==> config.mk <==
export PLATFORM = sky130hd
export DESIGN_NAME = point_set_with_extents_top
export DESIGN_NICKNAME = d
export VERILOG_FILES = /design/src/pse_pkg.sv /design/src/pse_ctrl.sv /design/src/pse_dpath.sv /design/src/point_set_with_extents_top.sv
export SDC_FILE = /design/constraint.sdc
export NUM_CORES = 2
export LEC_CHECK = 0
export BUFFER_PORTS_ARGS = -buffer_cell sky130_fd_sc_hd__buf_2
export CORE_MARGIN = 2
export CORE_UTILIZATION = 62
export CTS_CLUSTER_DIAMETER = 60
export DETAILED_ROUTE_END_ITERATION = 6
export GPL_TIMING_DRIVEN = 0
export PLACE_DENSITY = 0.75
export SLEW_MARGIN = 25
export SYNTH_ARGS = -nofsm -noshare
export SYNTH_HDL_FRONTEND = slang
export SYNTH_SLANG_ARGS = --single-unit
==> constraint.sdc <==
create_clock -name clk_i -period 11.2 [get_ports clk_i]
set_clock_uncertainty 0.2 [all_clocks]
set_input_delay 0.56 -clock clk_i [delete_from_list [all_inputs] [get_ports clk_i]]
set_output_delay 0.56 -clock clk_i [all_outputs]
set_load 0.005 [all_outputs]
==> src/pse_pkg.sv <==
// Shared constants, types and codes of the point set with extents.
`default_nettype none

package pse_pkg;

  // Number of point slots.
  localparam int unsigned CAPACITY = 64;
  // Coordinates are taken in their low COORD_BITS bits (at most FIELD_W).
  localparam int unsigned COORD_BITS = 16;
  // Width of the coordinate fields on the input beat.
  localparam int unsigned FIELD_W = 16;
  // Width of the extent fields on the output beat.
  localparam int unsigned EXT_W = 16;

  localparam int unsigned IDX_W = (CAPACITY > 1) ? $clog2(CAPACITY) : 1;
  localparam int unsigned CNT_W = $clog2(CAPACITY + 1);

  localparam int unsigned IN_TDATA_W = ((2 * FIELD_W + 7) / 8) * 8;
  localparam int unsigned IN_PAD_W = IN_TDATA_W - 2 * FIELD_W;
  localparam int unsigned OUT_TDATA_W = ((CNT_W + 2 * EXT_W + 7) / 8) * 8;
  localparam int unsigned OUT_PAD_W = OUT_TDATA_W - CNT_W - 2 * EXT_W;

  typedef enum logic [1:0] {
    ACT_INSERT = 2'd0,
    ACT_REMOVE = 2'd1,
    ACT_QUERY  = 2'd2
  } action_e;

  typedef enum logic [1:0] {
    ST_DONE     = 2'd0,
    ST_FULL     = 2'd1,
    ST_NO_MATCH = 2'd2
  } status_e;

  typedef enum logic [1:0] {
    S_IDLE   = 2'd0,
    S_SCAN   = 2'd1,
    S_DRAIN  = 2'd2,
    S_COMMIT = 2'd3
  } state_e;

  typedef logic [IDX_W-1:0] idx_t;
  typedef logic [CNT_W-1:0] cnt_t;
  typedef logic signed [COORD_BITS-1:0] coord_t;

  // Commands from the controller to the datapath.
  typedef struct packed {
    logic start;
    logic scan;
    logic commit;
  } ctrl_cmd_t;

  // Status from the datapath to the controller.
  typedef struct packed {
    logic scan_last;
    logic out_free;
  } dp_sts_t;

  // Internal state made visible for the checks at the top level.
  typedef struct packed {
    logic [CAPACITY-1:0] valid;
    cnt_t                count;
  } dp_obs_t;

endpackage : pse_pkg

`default_nettype wire

==> src/pse_ctrl.sv <==
// Controller state machine that sequences the slot scan and the commit of each item.
`default_nettype none

module pse_ctrl (
  input  wire logic               clk_i,
  input  wire logic               rst_ni,
  input  wire logic               in_valid_i,
  output logic                    in_ready_o,
  output pse_pkg::ctrl_cmd_t      cmd_o,
  input  wire pse_pkg::dp_sts_t   sts_i
);
  import pse_pkg::*;

  state_e state_q, state_d;

  always_ff @(posedge clk_i or negedge rst_ni) begin
    if (!rst_ni) begin
      state_q <= S_IDLE;
    end else begin
      state_q <= state_d;
    end
  end

  always_comb begin
    state_d = state_q;
    case (state_q)
      S_IDLE: begin
        if (in_valid_i) state_d = S_SCAN;
      end
      S_SCAN: begin
        if (sts_i.scan_last) state_d = S_DRAIN;
      end
      S_DRAIN: begin
        state_d = S_COMMIT;
      end
      S_COMMIT: begin
        if (sts_i.out_free) state_d = S_IDLE;
      end
      default: begin
        state_d = S_IDLE;
      end
    endcase
  end

  always_comb begin
    in_ready_o   = 1'b0;
    cmd_o        = '0;
    case (state_q)
      S_IDLE: begin
        in_ready_o   = 1'b1;
        cmd_o.start  = in_valid_i;
      end
      S_SCAN: begin
        cmd_o.scan   = 1'b1;
      end
      S_DRAIN: begin
        cmd_o        = '0;
      end
      S_COMMIT: begin
        cmd_o.commit = sts_i.out_free;
      end
      default: begin
        cmd_o        = '0;
      end
    endcase
  end

endmodule : pse_ctrl

`default_nettype wire

==> src/pse_dpath.sv <==
// Datapath: coordinate memory, valid bits, scan counter, extent accumulators, output register.
`default_nettype none

module pse_dpath (
  input  wire logic                          clk_i,
  input  wire logic                          rst_ni,
  input  wire pse_pkg::ctrl_cmd_t            cmd_i,
  output pse_pkg::dp_sts_t                   sts_o,
  output pse_pkg::dp_obs_t                   obs_o,
  input  wire logic [1:0]                    action_i,
  input  wire logic [pse_pkg::FIELD_W-1:0]   x_coord_i,
  input  wire logic [pse_pkg::FIELD_W-1:0]   y_coord_i,
  output logic                               out_valid_o,
  input  wire logic                          out_ready_i,
  output logic [1:0]                         status_o,
  output logic [pse_pkg::CNT_W-1:0]          point_count_o,
  output logic [pse_pkg::EXT_W-1:0]          extent_height_o,
  output logic [pse_pkg::EXT_W-1:0]          extent_width_o
);
  import pse_pkg::*;

  // Coordinate memory: one write port at commit, one registered read port for the scan.
  coord_t x_mem [CAPACITY];
  coord_t y_mem [CAPACITY];

  logic [CAPACITY-1:0] valid_q, valid_d;
  cnt_t                count_q, count_d;

  logic [1:0] act_q;
  coord_t     x_q, y_q;
  idx_t       cnt_q;

  logic   proc_q;
  logic   rd_v_q;
  idx_t   rd_idx_q;
  coord_t rd_x_q, rd_y_q;

  logic   hit_q, free_q;
  idx_t   hit_idx_q, free_idx_q;
  coord_t xmin_q, xmax_q, ymin_q, ymax_q;

  logic    out_vld_q;
  status_e out_status_q;
  cnt_t    out_count_q;
  logic [EXT_W-1:0] out_h_q, out_w_q;

  logic is_ins, is_rem, modify, match, place;
  idx_t slot;
  coord_t fxmin, fxmax, fymin, fymax;
  logic [COORD_BITS:0] dx, dy;
  status_e status_d;

  assign is_ins = (act_q == ACT_INSERT);
  assign is_rem = (act_q == ACT_REMOVE);
  assign modify = is_ins || is_rem;

  // The set holds each point at most once, so a match is the only copy.
  assign match = rd_v_q && modify && (rd_x_q == x_q) && (rd_y_q == y_q);

  // Scan counter and item capture.
  always_ff @(posedge clk_i) begin
    if (cmd_i.start) begin
      act_q <= action_i;
      x_q   <= coord_t'(x_coord_i[COORD_BITS-1:0]);
      y_q   <= coord_t'(y_coord_i[COORD_BITS-1:0]);
    end
  end

  always_ff @(posedge clk_i or negedge rst_ni) begin
    if (!rst_ni) begin
      cnt_q  <= '0;
      proc_q <= 1'b0;
      rd_v_q <= 1'b0;
    end else begin
      proc_q <= cmd_i.scan;
      rd_v_q <= valid_q[cnt_q];
      if (cmd_i.start) begin
        cnt_q <= '0;
      end else if (cmd_i.scan) begin
        cnt_q <= cnt_q + idx_t'(1);
      end
    end
  end

  assign sts_o.scan_last = (cnt_q == idx_t'(CAPACITY - 1));
  assign sts_o.out_free  = !out_vld_q || out_ready_i;

  // Memory read and write.
  always_ff @(posedge clk_i) begin
    rd_idx_q <= cnt_q;
    if (cmd_i.scan) begin
      rd_x_q <= x_mem[cnt_q];
      rd_y_q <= y_mem[cnt_q];
    end
    if (cmd_i.commit && place) begin
      x_mem[slot] <= x_q;
      y_mem[slot] <= y_q;
    end
  end

  // Match, free slot and extent accumulation over the scanned slots.
  always_ff @(posedge clk_i or negedge rst_ni) begin
    if (!rst_ni) begin
      hit_q      <= 1'b0;
      free_q     <= 1'b0;
      hit_idx_q  <= '0;
      free_idx_q <= '0;
      xmin_q     <= '0;
      xmax_q     <= '0;
      ymin_q     <= '0;
      ymax_q     <= '0;
    end else if (cmd_i.start) begin
      hit_q  <= 1'b0;
      free_q <= 1'b0;
      xmin_q <= '0;
      xmax_q <= '0;
      ymin_q <= '0;
      ymax_q <= '0;
    end else if (proc_q) begin
      if (match && !hit_q) begin
        hit_q     <= 1'b1;
        hit_idx_q <= rd_idx_q;
      end
      if (!rd_v_q && !free_q) begin
        free_q     <= 1'b1;
        free_idx_q <= rd_idx_q;
      end
      // A point that this item removes is left out; an insert adds it back at commit.
      if (rd_v_q && !match) begin
        if (rd_x_q < xmin_q) xmin_q <= rd_x_q;
        if (rd_x_q > xmax_q) xmax_q <= rd_x_q;
        if (rd_y_q < ymin_q) ymin_q <= rd_y_q;
        if (rd_y_q > ymax_q) ymax_q <= rd_y_q;
      end
    end
  end

  // Commit: the lowest free slot after the old copy is cleared.
  always_comb begin
    place = is_ins && (free_q || hit_q);
    if (free_q && (!hit_q || (free_idx_q < hit_idx_q))) begin
      slot = free_idx_q;
    end else begin
      slot = hit_idx_q;
    end

    fxmin = (place && (x_q < xmin_q)) ? x_q : xmin_q;
    fxmax = (place && (x_q > xmax_q)) ? x_q : xmax_q;
    fymin = (place && (y_q < ymin_q)) ? y_q : ymin_q;
    fymax = (place && (y_q > ymax_q)) ? y_q : ymax_q;
    dx = (COORD_BITS + 1)'(fxmax) - (COORD_BITS + 1)'(fxmin);
    dy = (COORD_BITS + 1)'(fymax) - (COORD_BITS + 1)'(fymin);

    count_d = count_q - cnt_t'(modify && hit_q) + cnt_t'(place);

    if (is_ins && !place) begin
      status_d = ST_FULL;
    end else if (is_rem && !hit_q) begin
      status_d = ST_NO_MATCH;
    end else begin
      status_d = ST_DONE;
    end

    valid_d = valid_q;
    if (modify && hit_q) valid_d[hit_idx_q] = 1'b0;
    if (place) valid_d[slot] = 1'b1;
  end

  always_ff @(posedge clk_i or negedge rst_ni) begin
    if (!rst_ni) begin
      valid_q <= '0;
      count_q <= '0;
    end else if (cmd_i.commit) begin
      valid_q <= valid_d;
      count_q <= count_d;
    end
  end

  // Output register: holds a finished result until the beat is taken.
  always_ff @(posedge clk_i or negedge rst_ni) begin
    if (!rst_ni) begin
      out_vld_q <= 1'b0;
    end else if (cmd_i.commit) begin
      out_vld_q <= 1'b1;
    end else if (out_ready_i) begin
      out_vld_q <= 1'b0;
    end
  end

  always_ff @(posedge clk_i) begin
    if (cmd_i.commit) begin
      out_status_q <= status_d;
      out_count_q  <= count_d;
      out_h_q      <= dy[EXT_W-1:0];
      out_w_q      <= dx[EXT_W-1:0];
    end
  end

  assign out_valid_o     = out_vld_q;
  assign status_o        = out_status_q;
  assign point_count_o   = out_count_q;
  assign extent_height_o = out_h_q;
  assign extent_width_o  = out_w_q;

  assign obs_o.valid = valid_q;
  assign obs_o.count = count_q;

endmodule : pse_dpath

`default_nettype wire

==> src/point_set_with_extents_top.sv <==
// Top level of the point set with extents: controller, datapath and checks.
//
// Channel  Dir  Beat contents
// s_axis   in   tdata: x_coord, y_coord; tuser: action
// m_axis   out  tdata: point_count, extent_height, extent_width; tuser: status
//
// One item at a time. After a beat is accepted the datapath reads every slot of the
// coordinate memory, one per cycle, before the result is committed; the next beat is
// taken only after that commit. A result waits in an output register; a stall on
// m_axis holds only the commit of the following item. Reset empties the set.
`default_nettype none

module point_set_with_extents_top (
  input  wire logic                              clk_i,
  input  wire logic                              rst_ni,
  input  wire logic                              s_axis_tvalid,
  output logic                                   s_axis_tready,
  // tdata, lowest bit up: x_coord[15:0], y_coord[31:16]
  input  wire logic [pse_pkg::IN_TDATA_W-1:0]    s_axis_tdata,
  // tuser: action[1:0]
  input  wire logic [1:0]                        s_axis_tuser,
  output logic                                   m_axis_tvalid,
  input  wire logic                              m_axis_tready,
  // tdata, lowest bit up: point_count[6:0], extent_height[22:7], extent_width[38:23], zero
  output logic [pse_pkg::OUT_TDATA_W-1:0]        m_axis_tdata,
  // tuser: status[1:0]
  output logic [1:0]                             m_axis_tuser
);
  import pse_pkg::*;

  ctrl_cmd_t cmd;
  dp_sts_t   sts;
  dp_obs_t   obs;
  cnt_t             point_count;
  logic [EXT_W-1:0] extent_height, extent_width;

  pse_ctrl u_ctrl (
    .clk_i      (clk_i),
    .rst_ni     (rst_ni),
    .in_valid_i (s_axis_tvalid),
    .in_ready_o (s_axis_tready),
    .cmd_o      (cmd),
    .sts_i      (sts)
  );

  pse_dpath u_dpath (
    .clk_i           (clk_i),
    .rst_ni          (rst_ni),
    .cmd_i           (cmd),
    .sts_o           (sts),
    .obs_o           (obs),
    .action_i        (s_axis_tuser),
    .x_coord_i       (s_axis_tdata[FIELD_W-1:0]),
    .y_coord_i       (s_axis_tdata[2*FIELD_W-1:FIELD_W]),
    .out_valid_o     (m_axis_tvalid),
    .out_ready_i     (m_axis_tready),
    .status_o        (m_axis_tuser),
    .point_count_o   (point_count),
    .extent_height_o (extent_height),
    .extent_width_o  (extent_width)
  );

  assign m_axis_tdata = {{OUT_PAD_W{1'b0}}, extent_width, extent_height, point_count};

  // The count always agrees with the number of occupied slots.
  a_count_matches_valid: assert property (@(posedge clk_i) disable iff (!rst_ni)
    $countones(obs.valid) == int'(obs.count))
    else $error("point count differs from occupied slots");

  // A dropped insert is reported only when every slot is taken.
  a_full_means_full: assert property (@(posedge clk_i) disable iff (!rst_ni)
    (m_axis_tvalid && (m_axis_tuser == ST_FULL)) |-> (int'(point_count) == CAPACITY))
    else $error("store-full status with free slots");

  // An accepted beat keeps the input closed while it is worked on.
  a_one_in_flight: assert property (@(posedge clk_i) disable iff (!rst_ni)
    (s_axis_tvalid && s_axis_tready) |=> !s_axis_tready)
    else $error("input accepted during a scan");

  // A result never reports more points than there are slots.
  a_count_bound: assert property (@(posedge clk_i) disable iff (!rst_ni)
    m_axis_tvalid |-> (int'(point_count) <= CAPACITY))
    else $error("point count above capacity");

endmodule : point_set_with_extents_top

`default_nettype wire
==> PnR_summary.wiki <==
{| class="wikitable"
! Metric !! Value
|-
| Post-Synthesis Cell Area || 93,500 um2
|-
| CTS max path bufs || 3
|-
| Starting utilization of the core area || 62.4%
|-
| Worst min-delay path class || input pin to flop
|-
| Comb power frac || between 30% and 40%
|-
| Area of placed instances || slightly above 100,000 um2
|-
| Share of async-settable or async-resettable flops after synthesis || 6.89%
|-
| Tmin final || 6.92 ns
|-
| Count of buffers from port buffering || 80
|-
| Number of storage elements in the synthesis netlist || 2,321
|-
| R2r startpoint || u_dpath.x_q[6]
|-
| Most instantiated flip-flop cell in the synthesis netlist || edfxtp_1
|-
| Final cell count without fillers || ~7k
|-
| DR pass1 iterations || 7
|-
| Static Leak || between 30 and 40 nW
|-
| Area taken by multi-input logic gates || 23,900 um2
|-
| Final Cell Area || ~110,000 um2
|-
| X dimension of the die || 392 um
|-
| Overflow left after global routing || 0
|-
| Largest net degree at the start of global routing || 67
|-
| Share of cells above drive strength 1 || 29.1%
|-
| Remaining design rule violation count || 2
|-
| Final setup viols || 0
|-
| Count of flip-flops with a built-in enable after synthesis || 2,155
|-
| Flop-to-flop setup slack || around 4.3 ns
|-
| Area share of the largest cell type after synthesis || 69.2%
|-
| Max Cap Violations || 0
|-
| Number of clock buffers inserted by TritonCTS || between 200 and 250
|-
| VDD IR-drop max || between 0.15 and 0.2 mV
|-
| Clock slew at reported path FFs || 0.06 ns
|-
| Total number of vias || about 51k
|-
| Per-cell via count in the routed design || 7.06
|-
| Number of top-level pins || just over 80
|-
| Global router's overall resource usage || 36.4%
|-
| Setup TNS || 0 ns
|-
| Placeable core area || 150,000 um2
|-
| Number of distinct library cells after synthesis || between 80 and 90
|-
| Final hold violation count || 0
|-
| Tightest slew margin relative to the limit || 14.4%
|-
| Root Buffer || clkbuf_16
|-
| Final count of pins violating max slew || 0
|-
| Data required time of the worst path || 11.57 ns
|-
| Global-route wire length before repair || 384,000 um
|-
| Sinks on the clock net || between 2k and 2.5k
|-
| Biggest area consumer among synthesized cells || edfxtp_1
|-
| Total power per unit cell area || 252 nW/um2
|-
| CTS tree || built
|-
| Detail Placement HPWL || 179,000 um
|-
| Status || finished with violations
|-
| Final net count || slightly above 5k
|-
| Detail-routed net length per standard cell || 38.0 um
|-
| Number of instances in the placed design || 6,718
|-
| End of the worst register-to-register path || u_dpath.extent_width_o[15]
|-
| Worst slack on hold paths || 0.117 ns
|-
| Filler cell count in the final layout || approximately 8.3k
|-
| Sort of element at the start of the critical path || flop
|-
| Cell depth of the worst flop-to-flop path || 23
|-
| RD Place Congestion || 0.954
|-
| Row count || 142
|-
| Clock insertion delay at the later pin of the skew report || 0.87 ns
|-
| Growth of design area from synthesis to finish || 16.1%
|-
| Setup CP Type || flop to flop
|-
| Number of buffers inserted for hold repair after clock tree synthesis || 38
|-
| Post-detailed-route count of antenna-violating nets || 0
|-
| Largest fanout on the critical path || 19
|-
| Net Count, Synth || about 4.6k
|-
| Post-cts resize count || 0
|-
| Worst hold endpoint || u_dpath.out_valid_o
|-
| Worst Min Path Start || m_axis_tready
|-
| Area occupied by registers || 68,800 um2
|-
| Detailed Route Iter0 Violations || approximately 8k
|-
| Arrival time at the worst endpoint || between 7 and 8 ns
|-
| Share of power burned in registers || 39.1%
|-
| Switching share of power || 33.3%
|-
| Number of instances in the synthesized netlist || about 4.4k
|-
| Violations in the final reports || DRC
|-
| Total wire length || roughly 270,000 um
|-
| Maximum operating frequency || 0.144 GHz
|-
| Maximum level of the CTS H-tree || 4
|-
| Die height || 392 um
|-
| DIE AREA || 154,000 um2
|-
| Cell count of the worst hold path || 3
|-
| Post-route fraction of the period consumed by the critical path || 61.8%
|-
| Cell types with the largest area share after synthesis || edfxtp_1 (69%), mux4_2 (17%), dfrtp_1 (4.3%)
|-
| Critical Path Sink Type || flop
|-
| Net switching power || 9.12 mW
|-
| Sequential share of the synthesized area || between 70% and 80%
|-
| Number of warnings reported in the yosys synthesis log || 0
|-
| Vias in the first global route || 50.3k
|-
| Synth Area per Inst || 21.2 um2
|-
| Initial antenna violation count || 37
|-
| Internal portion of total power || 18.3 mW
|-
| Clock power frac || 27.1%
|-
| Buffer count from post-CTS setup fixing || 0
|-
| Unrepaired setup endpoints after global routing || false
|-
| Slew at the pin with the worst max-slew slack || 1.25 ns
|}
[synthesized netlist by cell type, types with 4 or more instances]
master     number
nand3_1        24
nor2b_1        17
buf_1          25
a2111oi_0       4
mux2i_1        38
nor2_1        121
xor2_1         38
dfxtp_1         6
edfxtp_1     2155
inv_1         106
buf_2          74
ha_1          171
a21o_1         29
mux4_2        693
o21ai_0       201
o21bai_1        4
nand3b_1        5
a21oi_1        57
mux2_2         12
nor4_1          9
o21a_1         10
o211ai_1        5
clkbuf_1      104
nor3_1         26
nand2_1       100
nand2b_1       10
or2_2           4
or3_1           9
nand4_1        19
dfrtp_1       160
a22o_1         64
xnor2_1        29
mux2i_2         5
and3_1          6
and2_1          5
[through the flow]
stage | setup WS, ns | utilization (%) | power [mW]
after floorplan | 5.28 | - | 16.3
after global routing | 4.00 | 72.5 | 28.2
after detailed placement | 4.42 | 67.4 | 19.8
after CTS | 4.34 | 72.4 | 27.3
final | 4.28 | 72.5 | 27.4
after global placement | 3.16 | 64.4 | 19.3
[critical path, cell delays in order, from the launching register on]
cell and delay, ns:
edfxtp_1 0.75, buf_8 0.26, buf_8 0.20, buf_8 0.19
buf_8 0.19, ha_1 0.25, nand2_1 0.07, o21ai_0 0.10
a221o_1 0.31, or4_1 0.40, a221oi_1 0.55, buf_2 0.36
buf_2 0.27, nand2_1 0.07, o21ai_0 0.15, ha_1 0.30
nor2b_1 0.14, o21ai_0 0.22, a21boi_0 0.21, o41a_1 0.38
a41o_1 0.27, o41ai_1 0.38, o21ai_0 0.20, xnor2_1 0.17
[how the worst max path moves through the flow]
stage          slack (ns)       startpoint                    endpoint  depth (start not counted)
2_1_floorplan        5.28  u_dpath.x_q[14]  u_dpath.extent_width_o[15]                         19
3_3_place_gp         3.16  u_dpath.x_q[13]  u_dpath.extent_width_o[15]                         19
3_5_place_dp         4.42   u_dpath.x_q[6]  u_dpath.extent_width_o[15]                         23
4_1_cts              4.34   u_dpath.x_q[8]  u_dpath.extent_width_o[15]                         22
5_1_grt              4.00   u_dpath.x_q[6]  u_dpath.extent_width_o[15]                         23
6_report             4.28   u_dpath.x_q[6]  u_dpath.extent_width_o[15]                         23
[routing by layer]
| metal | track usage (%) | wire [um] | vias to the layer above |
|---|---|---|---|
| met2 | 55.8 | 128000 | 4021 |
| li1 | - | - | 19619 |
| met1 | 48.3 | 94500 | 26388 |
| met5 | 0 | 280 | - |
| met4 | 18.7 | 16700 | 38 |
| met3 | 10.4 | 33900 | 771 |
[cells by family (layout without fill, tap and decap cells)]
| logic type | after synthesis | in the layout | synth area share (%) |
|---|---|---|---|
| flops | 2321 | 2321 | 73.6 |
| fa+ha+maj | 174 | 174 | 2.35 |
| mux | 748 | 748 | 17.3 |
| simple gates | 375 | 375 | 1.90 |
| buf+inv | 315 | 1053 | 1.39 |
| other cells | 1 | 29 | 0.00401 |
| xor+xnor | 67 | 67 | 0.627 |
| compound gates | 417 | 417 | 2.80 |
[sequential cells by signal, indices dropped and copies added (netlist names), 7 cells and up]
register / cells
u_dpath.x_mem: 1024
u_dpath.y_mem: 1024
u_dpath.valid_q: 64
u_dpath.extent_height_o: 16
u_dpath.extent_width_o: 16
u_dpath.rd_x_q: 16
u_dpath.rd_y_q: 16
u_dpath.x_q: 16
u_dpath.xmax_q: 16
u_dpath.xmin_q: 16
u_dpath.y_q: 16
u_dpath.ymax_q: 16
u_dpath.ymin_q: 16
u_dpath.count_q: 7
u_dpath.point_count_o: 7
[cell usage in the layout, fill, tap and decap left out, types with 38 or more instances in the layout]
master / count
edfxtp_1: 2155
mux4_2: 693
clkbuf_16: 229
o21ai_0: 201
ha_1: 170
dfrtp_1: 160
buf_2: 156
clkbuf_1: 123
inv_1: 106
buf_8: 106
nand2_1: 100
buf_16: 68
nor2_4: 64
a22o_1: 64
clkinv_1: 60
a21oi_1: 57
nor2_1: 57
clkinv_2: 40
mux2i_1: 38
xor2_1: 38
dlygate4sd3_1: 38
[power groups by stage]
stage	Combinational [mW]	Clock, mW	Sequential, mW
after floorplan	5.41	0	10.9
after global placement	8.05	0	11.3
after detailed placement	8.96	0	10.9
after CTS	9.13	7.44	10.7
after global routing	9.71	7.74	10.7
final	9.26	7.42	10.7
[cell type report]
cell class                 instances  area share, %
timing repair buffer             323           4.48
clock buffer                     276           5.45
sequential                      2321           63.4
inverter                         107          0.370
multi-input combinational       1782           22.0
buffer                           208          0.866
clock inverter                   139           1.09
antenna                           28         0.0645
tap                             2016           2.32
No activity file was read; power rests on OpenSTA's default activity.
